File: config.mk
export PLATFORM = sky130hd
export DESIGN_NAME = uri_list_path_decoder_top
export DESIGN_NICKNAME = d
export VERILOG_FILES = /design/src/rtl/uld_pkg.sv /design/src/rtl/uld_ctrl.sv /design/src/rtl/uld_datapath.sv /design/src/rtl/uri_list_path_decoder_top.sv
export SDC_FILE = /design/constraint.sdc
export NUM_CORES = 1
export LEC_CHECK = 0
export CAP_MARGIN = 20
export CELL_PAD_IN_SITES_DETAIL_PLACEMENT = 1
export CELL_PAD_IN_SITES_GLOBAL_PLACEMENT = 2
export CORE_ASPECT_RATIO = 1.4
export CORE_MARGIN = 2
export CORE_UTILIZATION = 30
export DETAILED_ROUTE_END_ITERATION = 6
export DONT_BUFFER_PORTS = 1
export GPL_TIMING_DRIVEN = 0
export PLACE_DENSITY = 0.77
export SLEW_MARGIN = 20
export SYNTH_ARGS = -nofsm -noshare
export SYNTH_HDL_FRONTEND = slang
export SYNTH_HIERARCHICAL = 1
export SYNTH_SLANG_ARGS = --single-unit
File: constraint.sdc
create_clock -name clk -period 4.3 [get_ports clk]
set_input_delay 0.645 -clock clk [delete_from_list [all_inputs] [get_ports clk]]
set_output_delay 0.645 -clock clk [all_outputs]
set_load 0.005 [all_outputs]
File: src/rtl/uld_pkg.sv
`default_nettype none

package uld_pkg;

  localparam int PREFIX_LEN     = 7;
  localparam int PREFIX_W       = 3;
  localparam int RETURN_RUN_MAX = 62;
  localparam int HELD_W         = 6;
  localparam int RESULT_CAP     = 63;
  localparam int COUNT_W        = 6;

  localparam logic [7:0] CHAR_PERCENT = 8'h25;
  localparam logic [7:0] CHAR_CR      = 8'h0D;
  localparam logic [7:0] CHAR_LF      = 8'h0A;
  localparam logic [7:0] CHAR_SPACE   = 8'h20;
  localparam logic [7:0] CHAR_PLUS    = 8'h2B;
  localparam logic [7:0] CHAR_MINUS   = 8'h2D;
  localparam logic [7:0] HEX_RADIX    = 8'd16;

  typedef enum logic [1:0] {
    MODE_PREFIX = 2'd0,
    MODE_PATH   = 2'd1,
    MODE_SKIP   = 2'd2
  } line_mode_t;

  typedef enum logic [1:0] {
    PH_NONE     = 2'd0,
    PH_PCT      = 2'd1,
    PH_PCT_CHAR = 2'd2
  } pct_phase_t;

  typedef enum logic [2:0] {
    ST_IDLE,
    ST_DISPATCH,
    ST_RELEASE,
    ST_FEED,
    ST_FLUSH,
    ST_CLOSE,
    ST_CLOSE2,
    ST_END
  } state_t;

  typedef enum logic [3:0] {
    OP_NONE,
    OP_LATCH,
    OP_DISPATCH,
    OP_RELEASE,
    OP_FEED,
    OP_CLOSE_PCT,
    OP_CLOSE_FIRST,
    OP_FLUSH,
    OP_END
  } cmd_op_t;

  typedef struct packed {
    cmd_op_t op;
  } uld_cmd_t;

  typedef struct packed {
    line_mode_t line_mode;
    pct_phase_t phase;
    logic       byte_is_cr;
    logic       byte_is_lf;
    logic       last;
    logic       held_zero;
    logic       held_one;
    logic       prefix_done;
    logic       out_free;
  } uld_status_t;

  function automatic logic [7:0] prefix_char(input logic [PREFIX_W-1:0] idx);
    logic [7:0] ch;
    unique case (idx)
      3'd0:    ch = 8'h66; // f
      3'd1:    ch = 8'h69; // i
      3'd2:    ch = 8'h6C; // l
      3'd3:    ch = 8'h65; // e
      3'd4:    ch = 8'h3A; // :
      3'd5:    ch = 8'h2F; // /
      3'd6:    ch = 8'h2F; // /
      default: ch = 8'h00;
    endcase
    return ch;
  endfunction

  function automatic logic is_hex(input logic [7:0] c);
    return (c >= 8'h30 && c <= 8'h39) || (c >= 8'h61 && c <= 8'h66) ||
           (c >= 8'h41 && c <= 8'h46);
  endfunction

  function automatic logic [7:0] hex_nib(input logic [7:0] c);
    logic [7:0] v;
    if (c >= 8'h30 && c <= 8'h39) begin
      v = c - 8'h30;
    end else if (c >= 8'h61 && c <= 8'h66) begin
      v = c - 8'h57;
    end else if (c >= 8'h41 && c <= 8'h46) begin
      v = c - 8'h37;
    end else begin
      v = 8'h00;
    end
    return v;
  endfunction

  function automatic logic is_blank(input logic [7:0] c);
    return (c == CHAR_SPACE) || (c >= 8'h09 && c <= 8'h0D);
  endfunction

  function automatic logic is_sign(input logic [7:0] c);
    return (c == CHAR_PLUS) || (c == CHAR_MINUS);
  endfunction

  // two characters read as a base-16 number, modulo 256
  function automatic logic [7:0] decode_pair(input logic [7:0] a, input logic [7:0] b);
    logic [7:0] v;
    v = 8'h00;
    if (is_blank(a)) begin
      if (is_hex(b)) v = hex_nib(b);
    end else if (is_sign(a)) begin
      if (is_hex(b)) v = (a == CHAR_MINUS) ? 8'(8'h00 - hex_nib(b)) : hex_nib(b);
    end else if (is_hex(a)) begin
      if (is_hex(b)) v = 8'(hex_nib(a) * HEX_RADIX) + hex_nib(b);
      else           v = hex_nib(a);
    end
    return v;
  endfunction

endpackage

`default_nettype wire

File: src/rtl/uld_ctrl.sv
`default_nettype none

module uld_ctrl
  import uld_pkg::*;
(
  input  wire logic        clk,
  input  wire logic        rst,
  input  wire logic        text_valid,
  output logic             text_stall,
  input  wire uld_status_t status,
  output uld_cmd_t         cmd
);

  state_t state;
  state_t state_next;

  always_ff @(posedge clk) begin
    if (rst) begin
      state <= ST_IDLE;
    end else begin
      state <= state_next;
    end
  end

  always_comb begin
    state_next = state;
    cmd.op     = OP_NONE;
    text_stall = (state != ST_IDLE);
    unique case (state)
      ST_IDLE: begin
        if (text_valid) begin
          cmd.op     = OP_LATCH;
          state_next = ST_DISPATCH;
        end
      end
      ST_DISPATCH: begin
        cmd.op = OP_DISPATCH;
        case (status.line_mode)
          MODE_PREFIX: begin
            // a final byte that completes the prefix closes an empty path
            if (!status.byte_is_lf && status.last && status.prefix_done) state_next = ST_END;
            else state_next = ST_IDLE;
          end
          MODE_PATH: begin
            if (status.byte_is_cr) state_next = status.last ? ST_CLOSE : ST_IDLE;
            else if (status.byte_is_lf) state_next = ST_CLOSE;
            else state_next = status.held_zero ? ST_FEED : ST_RELEASE;
          end
          default: state_next = ST_IDLE;
        endcase
      end
      ST_RELEASE: begin
        if (status.out_free) begin
          cmd.op     = OP_RELEASE;
          state_next = status.held_one ? ST_FEED : ST_RELEASE;
        end
      end
      ST_FEED: begin
        if (status.out_free) begin
          cmd.op     = OP_FEED;
          state_next = status.last ? ST_CLOSE : ST_FLUSH;
        end
      end
      ST_FLUSH: begin
        if (status.out_free) begin
          cmd.op     = OP_FLUSH;
          state_next = ST_IDLE;
        end
      end
      ST_CLOSE: begin
        if (status.phase == PH_NONE) begin
          state_next = ST_END;
        end else if (status.out_free) begin
          cmd.op     = OP_CLOSE_PCT;
          state_next = (status.phase == PH_PCT_CHAR) ? ST_CLOSE2 : ST_END;
        end
      end
      ST_CLOSE2: begin
        if (status.out_free) begin
          cmd.op     = OP_CLOSE_FIRST;
          state_next = ST_END;
        end
      end
      ST_END: begin
        if (status.out_free) begin
          cmd.op     = OP_END;
          state_next = ST_IDLE;
        end
      end
      default: state_next = ST_IDLE;
    endcase
  end

endmodule

`default_nettype wire

File: src/rtl/uld_datapath.sv
`default_nettype none

module uld_datapath
  import uld_pkg::*;
(
  input  wire logic       clk,
  input  wire logic       rst,
  input  wire logic [7:0] text_byte,
  input  wire logic       last_of_data,
  input  wire uld_cmd_t   cmd,
  output uld_status_t     status,
  output logic            path_valid,
  input  wire logic       path_stall,
  output logic [7:0]      path_byte,
  output logic            byte_valid,
  output logic            path_end
);

  line_mode_t          line_mode;
  line_mode_t          line_mode_next;
  logic [PREFIX_W-1:0] prefix_matched;
  logic [PREFIX_W-1:0] prefix_matched_next;
  logic [HELD_W-1:0]   held_returns;
  logic [HELD_W-1:0]   held_returns_next;
  pct_phase_t          percent_phase;
  pct_phase_t          percent_phase_next;
  logic [7:0]          percent_first;
  logic [7:0]          percent_first_next;
  logic [COUNT_W-1:0]  emit_count;
  logic [COUNT_W-1:0]  emit_count_next;
  logic [7:0]          cur_byte;
  logic                cur_last;
  logic [7:0]          hold_byte;
  logic                out_free;
  logic                prefix_hit;
  logic                emit_req;
  logic [7:0]          emit_byte;
  logic [7:0]          feed_byte;
  logic                emit_take;
  logic                push;
  logic [7:0]          push_byte;
  logic                push_valid;
  logic                push_end;

  assign out_free   = !path_valid || !path_stall;
  assign prefix_hit = (32'(prefix_matched) < PREFIX_LEN) &&
                      (cur_byte == prefix_char(prefix_matched));
  assign feed_byte  = (cmd.op == OP_RELEASE) ? CHAR_CR : cur_byte;

  always_comb begin
    status.line_mode   = line_mode;
    status.phase       = percent_phase;
    status.byte_is_cr  = (cur_byte == CHAR_CR);
    status.byte_is_lf  = (cur_byte == CHAR_LF);
    status.last        = cur_last;
    status.held_zero   = (held_returns == '0);
    status.held_one    = (held_returns == HELD_W'(1));
    status.prefix_done = prefix_hit && (prefix_matched == PREFIX_W'(PREFIX_LEN - 1));
    status.out_free    = out_free;
  end

  always_comb begin
    line_mode_next      = line_mode;
    prefix_matched_next = prefix_matched;
    held_returns_next   = held_returns;
    percent_phase_next  = percent_phase;
    percent_first_next  = percent_first;
    emit_req            = 1'b0;
    emit_byte           = 8'h00;
    push                = 1'b0;
    push_byte           = hold_byte;
    push_valid          = 1'b1;
    push_end            = 1'b0;
    case (cmd.op)
      OP_DISPATCH: begin
        case (line_mode)
          MODE_PREFIX: begin
            if (cur_byte == CHAR_LF) begin
              prefix_matched_next = '0;
            end else if (prefix_hit) begin
              prefix_matched_next = prefix_matched + PREFIX_W'(1);
              if (status.prefix_done) line_mode_next = MODE_PATH;
              else if (cur_last) prefix_matched_next = '0;
            end else if (cur_last) begin
              prefix_matched_next = '0;
            end else begin
              line_mode_next = MODE_SKIP;
            end
          end
          MODE_PATH: begin
            if (cur_byte == CHAR_CR && held_returns < HELD_W'(RETURN_RUN_MAX)) begin
              held_returns_next = held_returns + HELD_W'(1);
            end
          end
          default: begin
            if (cur_byte == CHAR_LF || cur_last) begin
              line_mode_next      = MODE_PREFIX;
              prefix_matched_next = '0;
            end
          end
        endcase
      end
      OP_RELEASE, OP_FEED: begin
        if (cmd.op == OP_RELEASE) held_returns_next = held_returns - HELD_W'(1);
        case (percent_phase)
          PH_NONE: begin
            if (feed_byte == CHAR_PERCENT) begin
              percent_phase_next = PH_PCT;
            end else begin
              emit_req  = 1'b1;
              emit_byte = feed_byte;
            end
          end
          PH_PCT: begin
            percent_first_next = feed_byte;
            percent_phase_next = PH_PCT_CHAR;
          end
          default: begin
            emit_req           = 1'b1;
            emit_byte          = decode_pair(percent_first, feed_byte);
            percent_phase_next = PH_NONE;
            percent_first_next = 8'h00;
          end
        endcase
      end
      OP_CLOSE_PCT: begin
        emit_req  = 1'b1;
        emit_byte = CHAR_PERCENT;
      end
      OP_CLOSE_FIRST: begin
        emit_req  = 1'b1;
        emit_byte = percent_first;
      end
      OP_FLUSH: begin
        push = (emit_count != '0);
      end
      OP_END: begin
        push     = 1'b1;
        push_end = 1'b1;
        if (emit_count == '0) begin
          push_byte  = 8'h00;
          push_valid = 1'b0;
        end
        line_mode_next      = MODE_PREFIX;
        prefix_matched_next = '0;
        held_returns_next   = '0;
        percent_phase_next  = PH_NONE;
        percent_first_next  = 8'h00;
      end
      default: ;
    endcase
    // results beyond the cap are dropped; the held one moves out when a new one arrives
    emit_take = emit_req && (32'(emit_count) < RESULT_CAP);
    if (emit_take && emit_count != '0) push = 1'b1;
    if (cmd.op == OP_LATCH) emit_count_next = '0;
    else if (emit_take) emit_count_next = emit_count + COUNT_W'(1);
    else emit_count_next = emit_count;
  end

  always_ff @(posedge clk) begin
    if (rst) begin
      line_mode      <= MODE_PREFIX;
      prefix_matched <= '0;
      held_returns   <= '0;
      percent_phase  <= PH_NONE;
      percent_first  <= 8'h00;
      emit_count     <= '0;
      path_valid     <= 1'b0;
    end else begin
      line_mode      <= line_mode_next;
      prefix_matched <= prefix_matched_next;
      held_returns   <= held_returns_next;
      percent_phase  <= percent_phase_next;
      percent_first  <= percent_first_next;
      emit_count     <= emit_count_next;
      if (push) path_valid <= 1'b1;
      else if (!path_stall) path_valid <= 1'b0;
    end
  end

  always_ff @(posedge clk) begin
    if (cmd.op == OP_LATCH) begin
      cur_byte <= text_byte;
      cur_last <= last_of_data;
    end
    if (emit_take) hold_byte <= emit_byte;
    if (push) begin
      path_byte  <= push_byte;
      byte_valid <= push_valid;
      path_end   <= push_end;
    end
  end

endmodule

`default_nettype wire

File: src/rtl/uri_list_path_decoder_top.sv
// uri-list path decoder: takes a text/uri-list stream one byte per request and sends out
// the decoded path of every line that starts with file://, one byte per result request,
// the last result of a path carrying path_end (a bare prefix line gives one end marker
// with byte_valid low). a byte that gives no result is accepted and dispatched; any other
// path byte first releases the held CRs through the percent decoder, is fed through it and
// is flushed, or closes the line if it is the last; closing a line emits a pending percent
// sign and its first character, then the end mark. uld_ctrl steps this, moving one result
// a cycle via a one-entry hold register into the output register while path_stall is low.
`default_nettype none

module uri_list_path_decoder_top
  import uld_pkg::*;
(
  input  wire logic       clk,
  input  wire logic       rst,
  input  wire logic       text_valid,
  output logic            text_stall,
  input  wire logic [7:0] text_byte,
  input  wire logic       last_of_data,
  output logic            path_valid,
  input  wire logic       path_stall,
  output logic [7:0]      path_byte,
  output logic            byte_valid,
  output logic            path_end
);

  // commands from the sequencer, status back from the datapath
  uld_cmd_t    cmd;
  uld_status_t status;

  // sequencer: one step of the current byte per cycle unless the result side stalls
  uld_ctrl u_ctrl (
    .clk        (clk),
    .rst        (rst),
    .text_valid (text_valid),
    .text_stall (text_stall),
    .status     (status),
    .cmd        (cmd)
  );

  // line state, percent decoding, hold and output registers
  uld_datapath u_datapath (
    .clk          (clk),
    .rst          (rst),
    .text_byte    (text_byte),
    .last_of_data (last_of_data),
    .cmd          (cmd),
    .status       (status),
    .path_valid   (path_valid),
    .path_stall   (path_stall),
    .path_byte    (path_byte),
    .byte_valid   (byte_valid),
    .path_end     (path_end)
  );

  // an end marker always closes a path
  a_marker_ends : assert property (@(posedge clk) disable iff (rst)
    (path_valid && !byte_valid) |-> path_end)
    else $error("end marker without path_end");

  // an end marker carries a zero byte
  a_marker_zero : assert property (@(posedge clk) disable iff (rst)
    (path_valid && !byte_valid) |-> (path_byte == 8'h00))
    else $error("end marker with non-zero byte");

  // an accepted request keeps the input side busy in the next cycle
  a_busy_after_accept : assert property (@(posedge clk) disable iff (rst)
    (text_valid && !text_stall) |=> text_stall)
    else $error("input taken again straight after a request");

endmodule

`default_nettype wire

# Word-level counts from Yosys, hierarchy flattened
# Cells that the tools add are included.
# totals
register_bits,58
latch_bits,0
ram_bits,0
romBits,0
in_bits,13
out_inout_bits,12
elab_cells,236
mem_count,0
# classes
addsub,12
mul,0
n_div,0
order_cmp,17
eq_ne,50
n_shift,0
n_mux,95
n_bitwise,0
n_reduce_logical,48
# op_table
op,n
8-bit 2-to-1 mux,27
3-bit 2-to-1 mux,21
8-bit one-hot mux with 2 select lines,3
7-bit one-hot mux with 6 select lines,1
"8-bit by 6-bit equality test with 1-bit output, second input constant",4
"8-bit by 7-bit >= comparator with 1-bit output, second input constant",4
"8-bit by 7-bit less-or-equal comparator with 1-bit output, second input constant",4
4-bit 2-to-1 mux,8
4-bit one-hot mux with 8 select lines,1
"8-bit by 6-bit subtractor with 8-bit output, second input constant",4
8-bit one-hot mux with 3 select lines,1
"3-bit equality test, second input constant",7
3-bit one-hot mux with 7 select lines,1
6-bit 2-to-1 mux,3
3-bit one-hot mux with 2 select lines,3
6-bit one-hot mux with 3 select lines,1
"4-bit by 3-bit equality test with 1-bit output, second input constant",4
"8-bit by 4-bit equality test with 1-bit output, second input constant",2
"8-bit by 6-bit >= comparator with 1-bit output, second input constant",2
"8-bit by 6-bit less-or-equal comparator with 1-bit output, second input constant",2
2-bit one-hot mux with 2 select lines,4
"8-bit by 7-bit subtractor with 8-bit output, second input constant",2
1-bit logical AND,14
2-bit 2-to-1 mux,7
39 further kinds,92

# Logic depth before layout (Yosys ltp)
# logic_depth
word_depth,25
mapped_depth,24
mapped_depth_nobuf,22

# Modules after synthesis
# Netlist, hierarchy kept.
# modules_own_cells
mod,instances,cells_per_inst,area_each_um2,seq_area_each_um2
uld_datapath,1,556,4559.4,1371.3
uld_ctrl,1,56,395.4,60.1

# Least setup slack after synthesis
# No wires, ideal clock.
# synth_timing
kind,input-to-reg
from,input path_stall
to,register u_datapath.hold_byte[6] (data pin)
setup_time_ns,0.163
arrival_ns,4.558
required_time_ns,4.137
setup_slack_ns,-0.421
path_stages,22
n_path_buf,3
path_cell_list,nand2_1 -> buf_4 -> nand2b_1 -> o31ai_1 -> and4bb_4 -> buf_6 -> nor2_1 -> inv_1 -> ha_1 -> o21bai_1 -> a211o_1 -> buf_2 -> nand3_1 -> and2_1 -> ha_1 -> inv_1 -> fa_1 -> xnor2_1 -> nor2_1 -> a2111oi_0 -> a21oi_1 -> o221ai_1
# synth_rtl
item,line,text
from (decl),uri_list_path_decoder_top.sv:21,"input wire logic path_stall,"
to (signal assigned),uld_datapath.sv:186,if (emit_take) hold_byte <= emit_byte;
to (decl),uld_datapath.sv:33,logic [7:0] hold_byte;

==> flow_results.xml <==
<?xml version="1.0" encoding="UTF-8"?>
<metrics>
  <group name="run_status">
    <metric name="status" unit="">completed</metric>
  </group>
  <group name="floorplanning">
    <metric name="floorplan.die.width" unit="um">113</metric>
    <metric name="boundaryPins" unit="">25</metric>
    <metric name="coreArea" unit="um2">16200</metric>
    <metric name="floorplan.die.height" unit="um">156</metric>
    <metric name="die-area" unit="um2">17600</metric>
    <metric name="placementRows" unit="">55</metric>
    <metric name="floorplan.initialDensity" unit="%">30.6</metric>
  </group>
  <group name="pwr">
    <metric name="power.share.sequential" unit="%">35.6</metric>
    <metric name="p_sw_share" unit="%">26.2</metric>
    <metric name="vdd.ir_drop.worst" unit="V">0.000247</metric>
    <metric name="power.leakage" unit="nW">2.17</metric>
    <metric name="clkPwrFrac" unit="%">50.4</metric>
    <metric name="finalPower" unit="mW">1.70</metric>
    <metric name="p_switching" unit="mW">0.445</metric>
    <metric name="power_density" unit="nW/um2">282</metric>
    <metric name="intPower" unit="mW">1.25</metric>
    <metric name="share_comb_of_total_power" unit="%">14.0</metric>
  </group>
  <group name="clock_tree">
    <metric name="cts_root_buf" unit="">clkbuf_16</metric>
    <metric name="tritoncts_clock_tree" unit="">done</metric>
    <metric name="ctsHtreeMaxLevel" unit="">3</metric>
    <metric name="cts_inserted_buffers" unit="">9</metric>
    <metric name="clock-sinks" unit="">58</metric>
    <metric name="clkLatencyLatePin" unit="ns">0.33</metric>
    <metric name="clock_tree_buf_depth" unit="">2</metric>
    <metric name="clk_pin_slew_worst_paths" unit="ns">0.06</metric>
  </group>
  <group name="drt">
    <metric name="vias" unit="">4725</metric>
    <metric name="drt_pre_antenna_iters" unit="">5</metric>
    <metric name="route.detailed.wl_per_inst" unit="um">19.5</metric>
    <metric name="drc" unit="">0</metric>
    <metric name="wl" unit="um">16600</metric>
    <metric name="ant_nets" unit="">0</metric>
    <metric name="first_iter_violations" unit="">218</metric>
    <metric name="post_drt_via_cell_ratio" unit="">5.57</metric>
  </group>
  <group name="layout">
    <metric name="synthToLayoutAreaGrowth" unit="%">21.7</metric>
    <metric name="post_route_cells_drive_above_1_share" unit="%">19.4</metric>
    <metric name="filler_cell_count" unit="">1881</metric>
    <metric name="diodes" unit="">0</metric>
    <metric name="finish.net_count" unit="">690</metric>
    <metric name="final_cells" unit="">849</metric>
    <metric name="final_design_area_no_fill" unit="um2">6030</metric>
  </group>
  <group name="setup_path">
    <metric name="r2r_cells" unit="">20</metric>
    <metric name="setup.worst_path.start_class" unit="">flop</metric>
    <metric name="cp-end-kind" unit="">flop</metric>
    <metric name="crit_required" unit="ns">4.43</metric>
    <metric name="rr_endpoint" unit="">u_datapath/hold_byte[7]</metric>
    <metric name="critical_path_buf_inv_count" unit="">6</metric>
    <metric name="critical_path.cell_chain" unit="">buf_6 -&gt; clkinvlp_4 -&gt; buf_12 -&gt; o31ai_4 -&gt; and4bb_4 -&gt; buf_8 -&gt; nor2_4 -&gt; inv_2 -&gt; ha_4 -&gt; o21bai_4 -&gt; a211o_1 -&gt; buf_6 -&gt; o22ai_4 -&gt; ha_4 -&gt; a21o_1 -&gt; a21oi_2 -&gt; xnor3_1 -&gt; o311ai_2 -&gt; o2111ai_1 -&gt; o211ai_1</metric>
    <metric name="path_delay_family" unit="">compound AO/OA/AOI/OAI gates</metric>
    <metric name="timing.reg2reg.setup_slack" unit="ns">0.13</metric>
    <metric name="timing_worst_setup_path_type" unit="">reg -&gt; reg</metric>
    <metric name="arrival" unit="ns">4.30</metric>
    <metric name="timing.critical_path.slowest_stage_cell" unit="">dfxtp_2</metric>
    <metric name="slowest_delay" unit="ns">0.34</metric>
    <metric name="worstReg2RegStart" unit="">u_ctrl/state[1]</metric>
    <metric name="crit_path_max_fanout" unit="">9</metric>
  </group>
  <group name="timing">
    <metric name="finalHoldViolations" unit="">0</metric>
    <metric name="finClkSkew" unit="ns">0.00804</metric>
    <metric name="relative_slew_slack" unit="%">34.8</metric>
    <metric name="period_needed" unit="ns">4.17</metric>
    <metric name="setup_viol" unit="">0</metric>
    <metric name="worst_slew_pin_slew" unit="ns">0.965</metric>
    <metric name="max_freq" unit="MHz">240</metric>
    <metric name="period_share" unit="%">97.0</metric>
    <metric name="drv_slew" unit="">0</metric>
  </group>
  <group name="synthesis">
    <metric name="sequential_cell_area_fraction_in_the_yosys_report" unit="%">28.9</metric>
    <metric name="synthesis.instances" unit="">612</metric>
    <metric name="post_synth_main_area_contributors" unit="">edfxtp_1, dfxtp_1, ha_1</metric>
    <metric name="ys_ff_latch" unit="">58</metric>
    <metric name="synth-warning-count" unit="">6</metric>
    <metric name="yosys.area.top_type_share" unit="%">16.4</metric>
    <metric name="ys_async_sr_fraction" unit="%">0</metric>
    <metric name="synth-edff-count" unit="">27</metric>
    <metric name="syn_avg_cell_area" unit="um2">8.10</metric>
    <metric name="synth_top_flop_cell" unit="">dfxtp_1</metric>
    <metric name="postSynthNetCount" unit="">657</metric>
    <metric name="synth.top_cells.by_count" unit="">nor2_1, nand2_1, a21oi_1, o21ai_0</metric>
    <metric name="yosys.cell_count.top_type" unit="">nor2_1</metric>
    <metric name="mappedNetlistArea" unit="um2">4950</metric>
    <metric name="distinct_cells_synth" unit="">86</metric>
    <metric name="netlist.top_cell.by_area" unit="">edfxtp_1</metric>
  </group>
  <group name="placement">
    <metric name="hpwl_detailed" unit="um">12100</metric>
    <metric name="placedCellCount" unit="">812</metric>
    <metric name="placement_cell_area" unit="um2">5250</metric>
    <metric name="rd_place_congestion" unit="">0.845</metric>
    <metric name="io_buffers" unit="">0</metric>
  </group>
  <group name="run">
    <metric name="drv_cap" unit="">0</metric>
  </group>
  <group name="hold_path">
    <metric name="timing.hold.worst.class" unit="">in -&gt; reg</metric>
    <metric name="hold_depth" unit="">1</metric>
    <metric name="hold_path.startpoint" unit="">rst</metric>
    <metric name="sink_of_the_worst_hold_path" unit="">u_ctrl/state[0]</metric>
  </group>
  <group name="grt">
    <metric name="grt-ovfl-total" unit="">0</metric>
    <metric name="grt_max_degree" unit="">16</metric>
    <metric name="grt_first_pass_wirelength" unit="um">26500</metric>
    <metric name="antenna_violations_before_repair" unit="">0</metric>
    <metric name="grt.total_usage" unit="%">18.8</metric>
    <metric name="grt_pass1_vias" unit="">4952</metric>
  </group>
</metrics>
==> power by group through the flow <==
stage          logic [mW]  clock network, mW  registers [mW]
2_1_floorplan       0.143                  0           0.612
3_3_place_gp        0.188                  0           0.616
3_5_place_dp        0.196                  0           0.616
4_1_cts             0.216              0.879           0.604
5_1_grt             0.259              0.900           0.606
6_report            0.238              0.857           0.604
==> routing by layer <==
| metal | up-vias | global-route usage (%) | part of all wire (%) |
|---|---|---|---|
| met5 | - | 0 | 0 |
| met4 | 0 | 7.55 | 3.3 |
| met3 | 37 | 2.25 | 2.2 |
| met2 | 80 | 35.6 | 53 |
| met1 | 2318 | 21.1 | 41 |
| li1 | 2290 | - | - |
==> cells in the final DEF (no fill, tap or decap), types with 9 or more instances in the layout <==
master     count
ha_1          26
xnor2_1       11
nand3b_1       9
nor3_1        10
nor2_1        68
buf_4         23
nor2b_1       16
inv_1         23
a21oi_1       34
clkbuf_1      15
edfxtp_1      27
mux2i_1       10
clkbuf_16      9
nand3_1       19
o21ai_0       37
dfxtp_1       26
nand2_1       55
nand2b_1      13
==> cells by family (layout without fill, tap and decap cells) <==
kind of cell	after synthesis	count (layout)	synth area share, %
buffers and inverters	61	99	5.76
multiplexers	12	12	2.47
flip-flops	58	58	28.9
AND/OR/NAND/NOR	256	256	26.7
XOR/XNOR	19	19	3.64
adder cells (fa/ha/maj)	32	32	8.23
AO/OA/AOI/OAI	174	174	24.3
==> per-stage QoR <==
step / util (%) / setup TNS [ns] / hold slack, ns / setup slack, ns
after CTS: 35.8 / 0 / 0.364 / 0.00989
after detailed placement: 32.5 / -9.97 / 0.515 / -1.12
after global placement: 32.4 / -7.98 / 0.507 / -1.03
after floorplan: - / -0.0434 / 0.471 / -0.0434
after global routing: 37.3 / -0.0798 / 0.358 / -0.0798
final: 37.3 / 0 / 0.366 / 0.129
==> registers in the layout (all words and copies together), names as in the netlist <==
register,cells
u_datapath/cur_byte,8
u_datapath/hold_byte,8
u_datapath/path_byte,8
u_datapath/percent_first,8
u_datapath/emit_count,6
u_datapath/held_returns,6
u_ctrl/state,3
u_datapath/prefix_matched,3
u_datapath/line_mode,2
u_datapath/percent_phase,2
u_datapath/byte_valid,1
u_datapath/cur_last,1
u_datapath/path_end,1
u_datapath/path_valid,1
==> worst reg2reg max path, delay by kind of cell, from the launching register on <==
kind,cells,cell delay [ns]
and+or+nand+nor,2,0.34
DFF,1,0.34
buffers and inverters,6,0.81
AOI/OAI and AO/OA,9,1.83
adders and majority gates,2,0.42
xor gates and xnor gates,1,0.24
==> layout make-up <==
class / instances / area, um2 / area share (%)
clock buffers: 9 / 225 / 3.73
plain buffers: 34 / 214 / 3.55
well taps: 199 / 249 / 4.13
flip-flops and latches: 58 / 1440 / 23.9
multi-input cells: 493 / 3490 / 57.9
clock inverters: 7 / 125 / 2.07
repair buffers: 22 / 179 / 2.97
inverters: 27 / 105 / 1.74
==> worst max-delay path by stage <==
stage | start | endpoint | slack (ns) | depth (start not counted)
2_1_floorplan | path_stall | u_datapath/hold_byte[6] | -0.04 | 22
3_3_place_gp | path_stall | u_datapath/hold_byte[6] | -1.03 | 21
3_5_place_dp | path_stall | u_datapath/hold_byte[6] | -1.12 | 22
4_1_cts | u_ctrl/state[1] | u_datapath/hold_byte[6] | 0.01 | 21
5_1_grt | u_datapath/path_valid | u_datapath/hold_byte[7] | -0.08 | 23
6_report | u_ctrl/state[1] | u_datapath/hold_byte[7] | 0.13 | 20
==> what timing repair did <==
| item | in CTS | in global routing |
|---|---|---|
| pin swaps | 10 | 23 |
| setup endpoints to repair | 16 | 13 |
| cloned | 0 | 1 |
| hold buffers | 0 | 0 |
| setup buffers | 8 | 12 |
| resized for setup | 32 | 33 |
Power figures use the tool's default switching activity.
